$ cat src/hdl/lpra_pkg.sv
`default_nettype none

package lpra_pkg;

   localparam int CHANNEL_COUNT_DEF  = 2;
   localparam int PRIORITY_COUNT_DEF = 8;

   localparam int CMD_W       = 2;
   localparam int CHAN_W      = 1;
   localparam int PRIO_W      = 3;
   localparam int PAT_W       = 3;
   localparam int COLOR_W     = 24;
   localparam int TIME_W      = 32;
   localparam int REQ_TDATA_W = 72;
   localparam int RSP_TDATA_W = 32;

   localparam logic [COLOR_W-1:0] DEFAULT_COLOR = 24'h00FF00;
   localparam logic [PAT_W-1:0]   PAT_OFF       = 3'd0;
   localparam logic [PAT_W-1:0]   PAT_SOLID     = 3'd1;
   localparam logic [PAT_W-1:0]   PAT_MAX_VALID = 3'd5;

   typedef enum logic [CMD_W-1:0] {
      CMD_REQUEST = 2'd0,
      CMD_RELEASE = 2'd1,
      CMD_TICK    = 2'd2
   } command_type;

   typedef enum logic [1:0] {
      ST_IDLE,
      ST_SCAN,
      ST_FLUSH
   } state_type;

   typedef struct packed {
      logic slot_write;
      logic ms_advance;
      logic scan_apply;
      logic held_load;
      logic held_clear;
      logic out_load;
      logic out_last;
   } dp_cmd_type;

   typedef struct packed {
      logic change;
      logic held_valid;
      logic out_free;
   } dp_sts_type;

   // Codes above rainbow drive the LED off.
   function automatic logic [PAT_W-1:0] drive_code(input logic [PAT_W-1:0] pat);
      return (pat > PAT_MAX_VALID) ? PAT_OFF : pat;
   endfunction

endpackage

`default_nettype wire

$ cat src/hdl/led_priority_request_arbiter.sv
`default_nettype none

// LED priority request arbiter. Each LED channel keeps one request slot per
// priority (slot 0 wins); a request fills a slot with pattern, color and an
// optional timeout, a release clears it, and a millisecond tick expires old
// slots and emits one transaction for each channel whose winning pattern or
// color changed, with tlast on the final one of that tick. Requests, releases
// and unused commands are taken in the idle state. A tick is accepted in the
// idle state, which advances the millisecond count; the scan then takes one
// step per channel, comparing that channel's expiries in parallel, and the
// flush state pushes out the held final change. A scan step that must push
// out an earlier change, and the flush, wait while the output register still
// holds an untaken transaction. The lowest-priority slot of every channel
// holds solid green after reset, and the block accepts transactions from the
// first cycle after reset.
module led_priority_request_arbiter
   import lpra_pkg::*;
#(
   parameter int CHANNEL_COUNT  = CHANNEL_COUNT_DEF,
   parameter int PRIORITY_COUNT = PRIORITY_COUNT_DEF
) (
   input  wire logic                   clock,
   input  wire logic                   reset,
   input  wire logic                   req_tvalid,
   output logic                        req_tready,
   // [1:0] command, [2] channel, [5:3] priority_req, [8:6] pattern,
   // [32:9] color, [64:33] timeout, [71:65] zero
   input  wire logic [REQ_TDATA_W-1:0] req_tdata,
   output logic                        rsp_tvalid,
   input  wire logic                   rsp_tready,
   // [0] led_channel, [3:1] shown_pattern, [27:4] shown_color, [31:28] zero
   output logic [RSP_TDATA_W-1:0]      rsp_tdata,
   output logic                        rsp_tlast
);

   localparam int ChanWidth = (CHANNEL_COUNT > 1) ? $clog2(CHANNEL_COUNT) : 1;
   localparam int PrioWidth = $clog2(PRIORITY_COUNT);

   dp_cmd_type           cmd;
   dp_sts_type           sts;
   logic [ChanWidth-1:0] chan;

   lpra_ctrl #(
      .CHANNEL_COUNT (CHANNEL_COUNT),
      .ChanWidth     (ChanWidth)
   ) u_ctrl (
      .clock       (clock),
      .reset       (reset),
      .req_tvalid  (req_tvalid),
      .req_tready  (req_tready),
      .req_command (req_tdata[1:0]),
      .sts         (sts),
      .cmd         (cmd),
      .chan        (chan)
   );

   lpra_dp #(
      .CHANNEL_COUNT  (CHANNEL_COUNT),
      .PRIORITY_COUNT (PRIORITY_COUNT),
      .ChanWidth      (ChanWidth),
      .PrioWidth      (PrioWidth)
   ) u_dp (
      .clock      (clock),
      .reset      (reset),
      .req_tdata  (req_tdata),
      .rsp_tvalid (rsp_tvalid),
      .rsp_tready (rsp_tready),
      .rsp_tdata  (rsp_tdata),
      .rsp_tlast  (rsp_tlast),
      .cmd        (cmd),
      .chan       (chan),
      .sts        (sts)
   );

endmodule

`default_nettype wire

$ cat src/hdl/lpra_ctrl.sv
`default_nettype none

module lpra_ctrl
   import lpra_pkg::*;
#(
   parameter int CHANNEL_COUNT = CHANNEL_COUNT_DEF,
   parameter int ChanWidth     = (CHANNEL_COUNT > 1) ? $clog2(CHANNEL_COUNT) : 1
) (
   input  wire logic                 clock,
   input  wire logic                 reset,
   input  wire logic                 req_tvalid,
   output logic                      req_tready,
   input  wire logic [CMD_W-1:0]     req_command,
   input  wire dp_sts_type           sts,
   output dp_cmd_type                cmd,
   output logic [ChanWidth-1:0]      chan
);

   state_type             state_ff, state_in;
   logic [ChanWidth-1:0]  chan_ff, chan_in;
   logic                  stall;
   logic                  last_chan;

   assign stall     = sts.change && sts.held_valid && !sts.out_free;
   assign last_chan = (chan_ff == ChanWidth'(CHANNEL_COUNT - 1));
   assign chan      = chan_ff;

   always_comb begin
      state_in = state_ff;
      chan_in  = chan_ff;
      case (state_ff)
         ST_IDLE: begin
            chan_in = '0;
            if (req_tvalid && command_type'(req_command) == CMD_TICK) begin
               state_in = ST_SCAN;
            end
         end
         ST_SCAN: begin
            if (!stall) begin
               if (last_chan) begin
                  state_in = ST_FLUSH;
               end else begin
                  chan_in = chan_ff + ChanWidth'(1);
               end
            end
         end
         ST_FLUSH: begin
            if (!sts.held_valid || sts.out_free) begin
               state_in = ST_IDLE;
            end
         end
         default: begin
            state_in = ST_IDLE;
         end
      endcase
   end

   always_comb begin
      cmd        = '0;
      req_tready = 1'b0;
      case (state_ff)
         ST_IDLE: begin
            req_tready = 1'b1;
            if (req_tvalid) begin
               case (command_type'(req_command))
                  CMD_REQUEST, CMD_RELEASE: cmd.slot_write = 1'b1;
                  CMD_TICK:                 cmd.ms_advance = 1'b1;
                  default:                  cmd = '0;
               endcase
            end
         end
         ST_SCAN: begin
            cmd.scan_apply = !stall;
            cmd.held_load  = sts.change && !stall;
            // A new change pushes the previous one out as a non-final transaction.
            cmd.out_load   = sts.change && sts.held_valid && !stall;
         end
         ST_FLUSH: begin
            if (sts.held_valid && sts.out_free) begin
               cmd.out_load   = 1'b1;
               cmd.out_last   = 1'b1;
               cmd.held_clear = 1'b1;
            end
         end
         default: begin
            cmd = '0;
         end
      endcase
   end

   always_ff @(posedge clock) begin
      if (reset) begin
         state_ff <= ST_IDLE;
         chan_ff  <= '0;
      end else begin
         state_ff <= state_in;
         chan_ff  <= chan_in;
      end
   end

   a_idle_no_held: assert property (@(posedge clock) disable iff (reset)
      (state_ff == ST_IDLE) |-> !sts.held_valid)
      else $error("held result left over in idle");

   a_stall_holds_chan: assert property (@(posedge clock) disable iff (reset)
      (state_ff == ST_SCAN && stall) |=> (state_ff == ST_SCAN && $stable(chan_ff)))
      else $error("scan advanced while output blocked");

endmodule

`default_nettype wire

$ cat src/hdl/lpra_dp.sv
`default_nettype none

module lpra_dp
   import lpra_pkg::*;
#(
   parameter int CHANNEL_COUNT  = CHANNEL_COUNT_DEF,
   parameter int PRIORITY_COUNT = PRIORITY_COUNT_DEF,
   parameter int ChanWidth      = (CHANNEL_COUNT > 1) ? $clog2(CHANNEL_COUNT) : 1,
   parameter int PrioWidth      = $clog2(PRIORITY_COUNT)
) (
   input  wire logic                   clock,
   input  wire logic                   reset,
   input  wire logic [REQ_TDATA_W-1:0] req_tdata,
   output logic                        rsp_tvalid,
   input  wire logic                   rsp_tready,
   output logic [RSP_TDATA_W-1:0]      rsp_tdata,
   output logic                        rsp_tlast,
   input  wire dp_cmd_type             cmd,
   input  wire logic [ChanWidth-1:0]   chan,
   output dp_sts_type                  sts
);

   // Input fields
   logic [CMD_W-1:0]   f_command;
   logic [CHAN_W-1:0]  f_channel;
   logic [PRIO_W-1:0]  f_priority;
   logic [PAT_W-1:0]   f_pattern;
   logic [COLOR_W-1:0] f_color;
   logic [TIME_W-1:0]  f_timeout;

   assign f_command  = req_tdata[1:0];
   assign f_channel  = req_tdata[2];
   assign f_priority = req_tdata[5:3];
   assign f_pattern  = req_tdata[8:6];
   assign f_color    = req_tdata[32:9];
   assign f_timeout  = req_tdata[64:33];

   // Slot table
   logic [PRIORITY_COUNT-1:0] active_ff  [CHANNEL_COUNT];
   logic [PAT_W-1:0]          pattern_ff [CHANNEL_COUNT][PRIORITY_COUNT];
   logic [COLOR_W-1:0]        color_ff   [CHANNEL_COUNT][PRIORITY_COUNT];
   logic [TIME_W-1:0]         expiry_ff  [CHANNEL_COUNT][PRIORITY_COUNT];

   logic [PAT_W-1:0]   shown_pattern_ff [CHANNEL_COUNT];
   logic [COLOR_W-1:0] shown_color_ff   [CHANNEL_COUNT];
   logic [TIME_W-1:0]  ms_ff;

   logic                 held_valid_ff;
   logic [ChanWidth-1:0] held_chan_ff;
   logic [PAT_W-1:0]     held_pattern_ff;
   logic [COLOR_W-1:0]   held_color_ff;

   logic                 out_valid_ff;
   logic                 out_chan_ff;
   logic [PAT_W-1:0]     out_pattern_ff;
   logic [COLOR_W-1:0]   out_color_ff;
   logic                 out_last_ff;

   logic                 in_range;
   logic [ChanWidth-1:0] wr_chan;
   logic [PrioWidth-1:0] wr_prio;
   logic [TIME_W-1:0]    new_expiry;

   logic [PRIORITY_COUNT-1:0] live_row;
   logic                      found;
   logic [PrioWidth-1:0]      win;
   logic [PAT_W-1:0]          win_pattern;
   logic [COLOR_W-1:0]        win_color;
   logic                      change;

   assign in_range   = (int'(f_channel) < CHANNEL_COUNT) && (int'(f_priority) < PRIORITY_COUNT);
   assign wr_chan    = ChanWidth'(f_channel);
   assign wr_prio    = PrioWidth'(f_priority);
   assign new_expiry = (f_timeout != '0) ? (ms_ff + f_timeout) : '0;

   // Drop expired slots of the scanned channel, then pick the highest-priority live one.
   always_comb begin
      for (int p = 0; p < PRIORITY_COUNT; p++) begin
         live_row[p] = active_ff[chan][p] &&
                       !((expiry_ff[chan][p] != '0) && (ms_ff >= expiry_ff[chan][p]));
      end
      found = 1'b0;
      win   = '0;
      for (int p = PRIORITY_COUNT - 1; p >= 0; p--) begin
         if (live_row[p]) begin
            found = 1'b1;
            win   = PrioWidth'(p);
         end
      end
   end

   assign win_pattern = pattern_ff[chan][win];
   assign win_color   = color_ff[chan][win];
   assign change      = found && ((win_pattern != shown_pattern_ff[chan]) ||
                                  (win_color != shown_color_ff[chan]));

   assign sts.change     = change;
   assign sts.held_valid = held_valid_ff;
   assign sts.out_free   = !out_valid_ff || rsp_tready;

   always_ff @(posedge clock) begin
      if (reset) begin
         for (int c = 0; c < CHANNEL_COUNT; c++) begin
            for (int p = 0; p < PRIORITY_COUNT; p++) begin
               active_ff[c][p]  <= (p == PRIORITY_COUNT - 1);
               pattern_ff[c][p] <= (p == PRIORITY_COUNT - 1) ? PAT_SOLID : PAT_OFF;
               color_ff[c][p]   <= (p == PRIORITY_COUNT - 1) ? DEFAULT_COLOR : '0;
               expiry_ff[c][p]  <= '0;
            end
            shown_pattern_ff[c] <= PAT_OFF;
            shown_color_ff[c]   <= '0;
         end
         ms_ff <= '0;
      end else begin
         if (cmd.slot_write && in_range) begin
            if (command_type'(f_command) == CMD_REQUEST) begin
               active_ff[wr_chan][wr_prio]  <= 1'b1;
               pattern_ff[wr_chan][wr_prio] <= f_pattern;
               color_ff[wr_chan][wr_prio]   <= f_color;
               expiry_ff[wr_chan][wr_prio]  <= new_expiry;
            end else begin
               active_ff[wr_chan][wr_prio]  <= 1'b0;
            end
         end
         if (cmd.ms_advance) begin
            ms_ff <= ms_ff + TIME_W'(1);
         end
         if (cmd.scan_apply) begin
            active_ff[chan] <= live_row;
            if (change) begin
               shown_pattern_ff[chan] <= win_pattern;
               shown_color_ff[chan]   <= win_color;
            end
         end
      end
   end

   // Pending change: held back until we know whether another one follows.
   always_ff @(posedge clock) begin
      if (reset) begin
         held_valid_ff <= 1'b0;
      end else if (cmd.held_load) begin
         held_valid_ff <= 1'b1;
      end else if (cmd.held_clear) begin
         held_valid_ff <= 1'b0;
      end
   end

   always_ff @(posedge clock) begin
      if (cmd.held_load) begin
         held_chan_ff    <= chan;
         held_pattern_ff <= win_pattern;
         held_color_ff   <= win_color;
      end
   end

   always_ff @(posedge clock) begin
      if (reset) begin
         out_valid_ff <= 1'b0;
      end else if (cmd.out_load) begin
         out_valid_ff <= 1'b1;
      end else if (rsp_tready) begin
         out_valid_ff <= 1'b0;
      end
   end

   always_ff @(posedge clock) begin
      if (cmd.out_load) begin
         out_chan_ff    <= held_chan_ff[0];
         out_pattern_ff <= drive_code(held_pattern_ff);
         out_color_ff   <= held_color_ff;
         out_last_ff    <= cmd.out_last;
      end
   end

   assign rsp_tvalid = out_valid_ff;
   assign rsp_tdata  = {4'b0000, out_color_ff, out_pattern_ff, out_chan_ff};
   assign rsp_tlast  = out_last_ff;

   a_load_into_free: assert property (@(posedge clock) disable iff (reset)
      cmd.out_load |-> (!out_valid_ff || rsp_tready))
      else $error("output register overwritten before transaction completed");

   a_rsp_held: assert property (@(posedge clock) disable iff (reset)
      (rsp_tvalid && !rsp_tready) |=>
         (rsp_tvalid && $stable(rsp_tdata) && $stable(rsp_tlast)))
      else $error("waiting transaction changed before it was taken");

endmodule

`default_nettype wire

$ cat config.mk
export PLATFORM = sky130hd
export DESIGN_NAME = led_priority_request_arbiter
export DESIGN_NICKNAME = d
export VERILOG_FILES = /design/src/hdl/lpra_pkg.sv /design/src/hdl/led_priority_request_arbiter.sv /design/src/hdl/lpra_ctrl.sv /design/src/hdl/lpra_dp.sv
export SDC_FILE = /design/constraint.sdc
export NUM_CORES = 2
export LEC_CHECK = 0
export BUFFER_PORTS_ARGS = -buffer_cell sky130_fd_sc_hd__buf_2
export CAP_MARGIN = 20
export CORE_UTILIZATION = 59
export DETAILED_ROUTE_END_ITERATION = 8
export PLACE_DENSITY_LB_ADDON = 0.3
export SETUP_SLACK_MARGIN = 0.05
export SKIP_LAST_GASP = 1
export SLEW_MARGIN = 20
export SYNTH_ARGS = -nofsm -noshare
export SYNTH_HDL_FRONTEND = slang
export SYNTH_SLANG_ARGS = --single-unit
$ cat constraint.sdc
create_clock -name clock -period 12.6 [get_ports clock]
set_input_delay 1.26 -clock clock [delete_from_list [all_inputs] [get_ports clock]]
set_output_delay 1.26 -clock clock [all_outputs]
set_load 0.01 [all_outputs]
Word-level counts from Yosys, hierarchy flattened

Memory sizes are Yosys's and may differ from the RTL's. A register that Yosys moved wholly into a read port is not among the register bits.
Cells that the tools add are included.

Bits in registers: 94
Bits in latches: 0
Bits in writable memories: 1014
Memory bits (read-only): 0
Bits of input ports: 76
Output and inout port bits: 35
Logic and storage cells: 233
Memories: 6

Memory list:

| name                  | depth | width | rd ports | clocked after Yosys merged registers in | wr ports | RTL line      | RTL |
|---|---|---|---|---|---|---|---|
| u_dp.expiry_ff        | 2     | 256   | 1        | 1                                       | 2        | lpra_dp.sv:42 | `logic [TIME_W-1:0] expiry_ff [CHANNEL_COUNT][PRIORITY_COUNT];` |
| u_dp.color_ff         | 2     | 192   | 1        | 1                                       | 2        | lpra_dp.sv:41 | `logic [COLOR_W-1:0] color_ff [CHANNEL_COUNT][PRIORITY_COUNT];` |
| u_dp.pattern_ff       | 2     | 24    | 1        | 1                                       | 2        | lpra_dp.sv:40 | `logic [PAT_W-1:0] pattern_ff [CHANNEL_COUNT][PRIORITY_COUNT];` |
| u_dp.shown_color_ff   | 2     | 24    | 1        | 1                                       | 2        | lpra_dp.sv:45 | `logic [COLOR_W-1:0] shown_color_ff [CHANNEL_COUNT];` |
| u_dp.active_ff        | 2     | 8     | 1        | 1                                       | 2        | lpra_dp.sv:39 | `logic [PRIORITY_COUNT-1:0] active_ff [CHANNEL_COUNT];` |
| u_dp.shown_pattern_ff | 2     | 3     | 1        | 1                                       | 2        | lpra_dp.sv:44 | `logic [PAT_W-1:0] shown_pattern_ff [CHANNEL_COUNT];` |

$add $sub $neg: 3
Multiply operators: 0
Divide/modulo/power cells: 0
$lt $le $gt $ge: 14
Equality and inequality tests: 10
Shift-type cells: 0
Muxes and demuxes: 114
Bitwise operators: 10
Reduce and logical (&&, ||, !) cells: 64

Operator list:

| kind                                           | number |
|---|---|
| 2-to-1 mux 256 bit                             | 3 |
| 2-to-1 mux 192 bit                             | 3 |
| nonzero test 32 bit                            | 9 |
| >= comparator 32 bit                           | 8 |
| OR reduction 256 bit                           | 1 |
| OR reduction 192 bit                           | 1 |
| 2-to-1 mux 24 bit                              | 7 |
| demux 32 bit (select 3 bit)                    | 1 |
| binary-select mux 24 bit (select 3 bit)        | 1 |
| demux 24 bit (select 3 bit)                    | 1 |
| 2-to-1 mux 32 bit                              | 2 |
| 2-to-1 mux 1 bit                               | 62 |
| 2-to-1 mux 8 bit                               | 6 |
| OR reduction 24 bit                            | 2 |
| 2-to-1 mux 3 bit                               | 13 |
| adder 32 x 1 -> 32 bit (second input constant) | 1 |
| adder 32 bit                                   | 1 |
| logical AND 1 bit                              | 25 |
| inequality test 24 bit                         | 1 |
| OR reduction 8 bit                             | 2 |
| logical NOT 1 bit                              | 12 |
| 2-to-1 mux 2 bit                               | 5 |
| binary-select mux 3 bit (select 3 bit)         | 1 |
| demux 3 bit (select 3 bit)                     | 1 |
| 26 further kinds                               | 46 |

Logic depth before layout (Yosys ltp)

Depth in word-level cells: 29
Mapped depth: 34
Depth with buffers taken out: 18

Cells and area by module

Synthesis repeated with hierarchy kept, for this count alone.

Cells, all modules: 4169
Area, all modules: 53820.4 µm²

By module, submodules not included:

| module    | times used | cells an instance | area an instance (µm²) | seq. area each (µm²) |
|---|---|---|---|---|
| lpra_dp   | 1          | 4134              | 53538.8                | 32841.5 |
| lpra_ctrl | 1          | 35                | 281.5                  | 60.1 |

Least setup slack after synthesis

OpenSTA, ideal clock, no wires.

Path type: register -> register
Start: reg with a tool-made name
End: reg u_dp.held_chan_ff (enable)
Setup time: 0.415 ns
Arrival: 8.695 ns
Path slack: 3.491 ns
Stages on the path, launching flop included: 33
Period minus slack after synthesis: 9.109 ns
Path through: dfxtp_1 buf_2 buf_2 buf_2 buf_1 buf_1 buf_2 clkbuf_1 buf_2 buf_2 buf_1 clkbuf_1 mux2i_1 ha_1 a21o_1 a21o_1 a2111oi_0 o211ai_1 a211o_1 o211ai_2 o211ai_2 buf_6 nand2_4 buf_6 buf_6 a21oi_1 o41ai_1 nand2_1 o221a_2 and4_1 and3_1 buf_6 nor2_1

RTL lines:

| element              | RTL line       | RTL |
|---|---|---|
| to (signal assigned) | lpra_dp.sv:151 | `held_chan_ff <= chan;` |
| to (decl)            | lpra_dp.sv:49  | `logic [ChanWidth-1:0] held_chan_ff;` |

==> results.sh <==
export IMPL_outcome="finished clean"
export IMPL_routabilityCongestion=0.991
export IMPL_htreeDepth=3
export IMPL_yosys_area_top_type_share_pct=58.6
export IMPL_final_cell_mix="1071 x edfxtp_1, 463 x nor2_1, 430 x mux2i_1"
export IMPL_dp_hpwl_mm=116
export IMPL_grt_pass1_vias=37609
export IMPL_final_util_pct=66.4
export IMPL_crit_slowest_cell="nor4b_1"
export IMPL_p_leak_nw=22.2
export IMPL_yosysSeqAreaShare_pct=60.0
export IMPL_worstHoldPathCells=0
export IMPL_ys_async_sr_fraction_pct=0
export IMPL_grt_pass1_wl_mm=253
export IMPL_skew_ns=0.0301
export IMPL_reg2reg_slack_ns=3.09
export IMPL_clock_latency_ns=0.72
export IMPL_clockBufferDepth=3
export IMPL_layout_commonest_cell="edfxtp_1"
export IMPL_cp_num_buf_inv=3
export IMPL_clock_sinks=1109
export IMPL_post_cts_setup_buffers=0
export IMPL_fmax_mhz=105
export IMPL_stdcell_area_um2=61000
export IMPL_fin_crit_ns=9.51
export IMPL_worstPathMaxFanout=41
export IMPL_crit_required_ns=12.95
export IMPL_slew_headroom_pct=11.8
export IMPL_dr_total_vias=39568
export IMPL_cp_start_kind="flip-flop"
export IMPL_tns_ns=0
export IMPL_slowest_delay_ns=0.79
export IMPL_grt_usage_pct=37.8
export IMPL_rows=111
export IMPL_cts_tree="done"
export IMPL_antenna_found_initial=12
export IMPL_wl_mm=179
export IMPL_hold_path_class="flip-flop to flip-flop"
export IMPL_synth_edf_count=1071
export IMPL_crit_top_cell="buf_4"
export IMPL_drv_cap=0
export IMPL_finish_net_count=4774
export IMPL_drive_gt1_share_pct=12.0
export IMPL_drc=0
export IMPL_io_pins=111
export IMPL_cts_hold_buffers_added=0
export IMPL_rr_endpoint="u_dp.shown_color_ff[1][7]"
export IMPL_synth_top_flop_cell="edfxtp_1"
export IMPL_path_clk_slew_ns=0.07
export IMPL_synth_area_leader_cell="edfxtp_1"
export IMPL_drt_initial_drc_count=5908
export IMPL_place_area_um2=57300
export IMPL_ys_ff_latch=1109
export IMPL_hold_viol_final=0
export IMPL_dr_pass1_iters=8
export IMPL_tightest_slew_ns=1.32
export IMPL_timing_hold_ws_ns=0.418
export IMPL_crit_type="flip-flop to flip-flop"
export IMPL_setup_viol=0
export IMPL_yosysUniqueCellTypes=93
export IMPL_cts_resized=0
export IMPL_numPortBuffers=99
export IMPL_hold_start="u_dp.held_color_ff[10]"
export IMPL_synth_area_leaders="edfxtp_1 59%, mux2i_1 7.8%, ha_1 6.6%"
export IMPL_die_area_um2=94300
export IMPL_crit_chain="buf_4 > mux2i_1 > ha_1 > nand4_1 > nor2_1 > nor4b_1 > o2111ai_1 > a211oi_1 > o211ai_2 > buf_4 > nand2_4 > a21oi_1 > o41ai_1 > nand3_1 > a2111o_1 > nor4_4 > and3_1 > nor4b_4 > buf_4 > or2_2"
export IMPL_area_delta_synth_final_pct=11.1
export IMPL_grt_max_degree=76
export IMPL_drv_slew=0
export IMPL_hold_end="u_dp.out_color_ff[10]"
export IMPL_rsz0062_at_grt="false"
export IMPL_rr_worst_depth=20
export IMPL_syn_area_um2=54900
export IMPL_critical_path_arrival_ns=9.87
export IMPL_period_share_pct=75.5
export IMPL_powerDensity_nw_per_um2=182
export IMPL_cts_buffers=110
export IMPL_synth_cells=4269
export IMPL_end_kind="flip-flop"
export IMPL_synth_warnings=0
export IMPL_core_area_um2=91900
export IMPL_grt_ovfl_total=0
export IMPL_avgViaCountPerCell=6.88
export IMPL_critPathTopFamily="simple AND/OR/NAND/NOR gates"
export IMPL_die_x_um=307
export IMPL_cts_root_buf="clkbuf_16"
export IMPL_ir_worst_vdd_uv=148
export IMPL_wl_per_cell_um=31.2
export IMPL_initial_core_util_pct=59.7
export IMPL_syn_mean_instance_area_um2=12.9
export IMPL_die_h_um=307
export IMPL_ant_nets=0
[synthesized netlist by cell type, types with 27 or more instances]
cell type and number:
a211oi_1 62, a21o_1 44, a21oi_1 160, a31oi_1 27
and2_1 205, and3_1 53, buf_1 39, buf_2 32
clkbuf_1 114, dfxtp_1 38, edfxtp_1 1071, ha_1 291
inv_1 85, mux2_2 69, mux2i_1 430, nand2_1 170
nand2b_1 35, nand3_1 66, nand4_1 78, nor2_1 479
nor2b_1 27, nor3_1 56, nor4_1 113, o211ai_1 27
o21ai_0 95, or3_1 31, xnor2_1 29
[metal layers]
layer	part of all wire [%]	GRT usage, %	up-vias	wire (µm)
met5	0.0061	0	-	11
met4	5.3	18.5	2	9560
met3	16	11.8	577	28000
met2	42	54.5	3067	75700
met1	37	51.8	19272	66000
li1	-	-	16650	-
[power breakdown]
group	leakage, nW	switching [W]	internal, W	total (W)
registers	11.1	0.000116	0.00438	0.00450
logic	9.31	0.00225	0.00101	0.00326
clock network	1.77	0.00145	0.00191	0.00336
[registers in the layout (all words and copies together) (netlist names), 6 cells and up, named ones only]
name                   flops
u_dp.out_color_ff         24
u_dp.active_ff            16
u_dp.expiry_ff           512
u_dp.color_ff            384
u_dp.ms_ff                32
u_dp.held_color_ff        24
u_dp.shown_pattern_ff      6
u_dp.pattern_ff           48
u_dp.shown_color_ff       48
[worst max path at each step]
stage | to | slack, ns | cells past startpoint
final | u_dp.shown_color_ff[1][7] | 3.09 | 20
after global placement | u_dp.shown_color_ff[1][6] | 3.50 | 21
after floorplan | u_dp.held_chan_ff | 3.49 | 32
after CTS | u_dp.shown_color_ff[1][4] | 3.33 | 21
after global routing | u_dp.shown_color_ff[1][3] | 2.99 | 20
after detailed placement | u_dp.shown_color_ff[1][4] | 3.38 | 20
[cell families (layout without fill, tap and decap cells)]
| kind of cell | count (synthesis) | count (layout) | share of synthesized area, % |
|---|---|---|---|
| other cells | 1 | 13 | 0.00683 |
| flops | 1109 | 1109 | 60.0 |
| mux | 505 | 505 | 9.47 |
| simple gates | 1380 | 1380 | 12.8 |
| compound gates | 636 | 636 | 7.98 |
| buf+inv | 291 | 520 | 2.25 |
| fa+ha+maj | 292 | 292 | 6.67 |
| xor+xnor | 55 | 55 | 0.877 |
[area by class of cell]
type,instances,area (µm²)
well taps,1243,1560
fillers,6691,30900
repair buffers,227,1500
flip-flops and latches,1109,32900
clock inverters,78,807
clock buffers,129,2860
diodes,9,22.5
inverters,86,323
multi-input cells,2872,21000
[through the flow]
step	std cells	power (W)	worst slack (ns)
CTS	5742	0.0109	3.33
floorplan	4272	0.00648	3.49
detailed placement	5535	0.00763	3.38
global route	5748	0.0113	2.99
finish	5753	0.0111	3.09
global placement	5535	0.00756	3.50
[worst register-to-register path, stage by stage (launching register included)]
cell       delay [ns]
dfxtp_4          0.69
buf_4            0.67
mux2i_1          0.61
ha_1             0.24
nand4_1          0.15
nor2_1           0.18
nor4b_1          0.79
o2111ai_1        0.38
a211oi_1         0.66
o211ai_2         0.17
buf_4            0.28
nand2_4          0.50
a21oi_1          0.21
o41ai_1          0.38
nand3_1          0.52
a2111o_1         0.58
nor4_4           0.54
and3_1           0.62
nor4b_4          0.09
buf_4            0.25
or2_2            0.59
(Power assumes the default switching activity.)
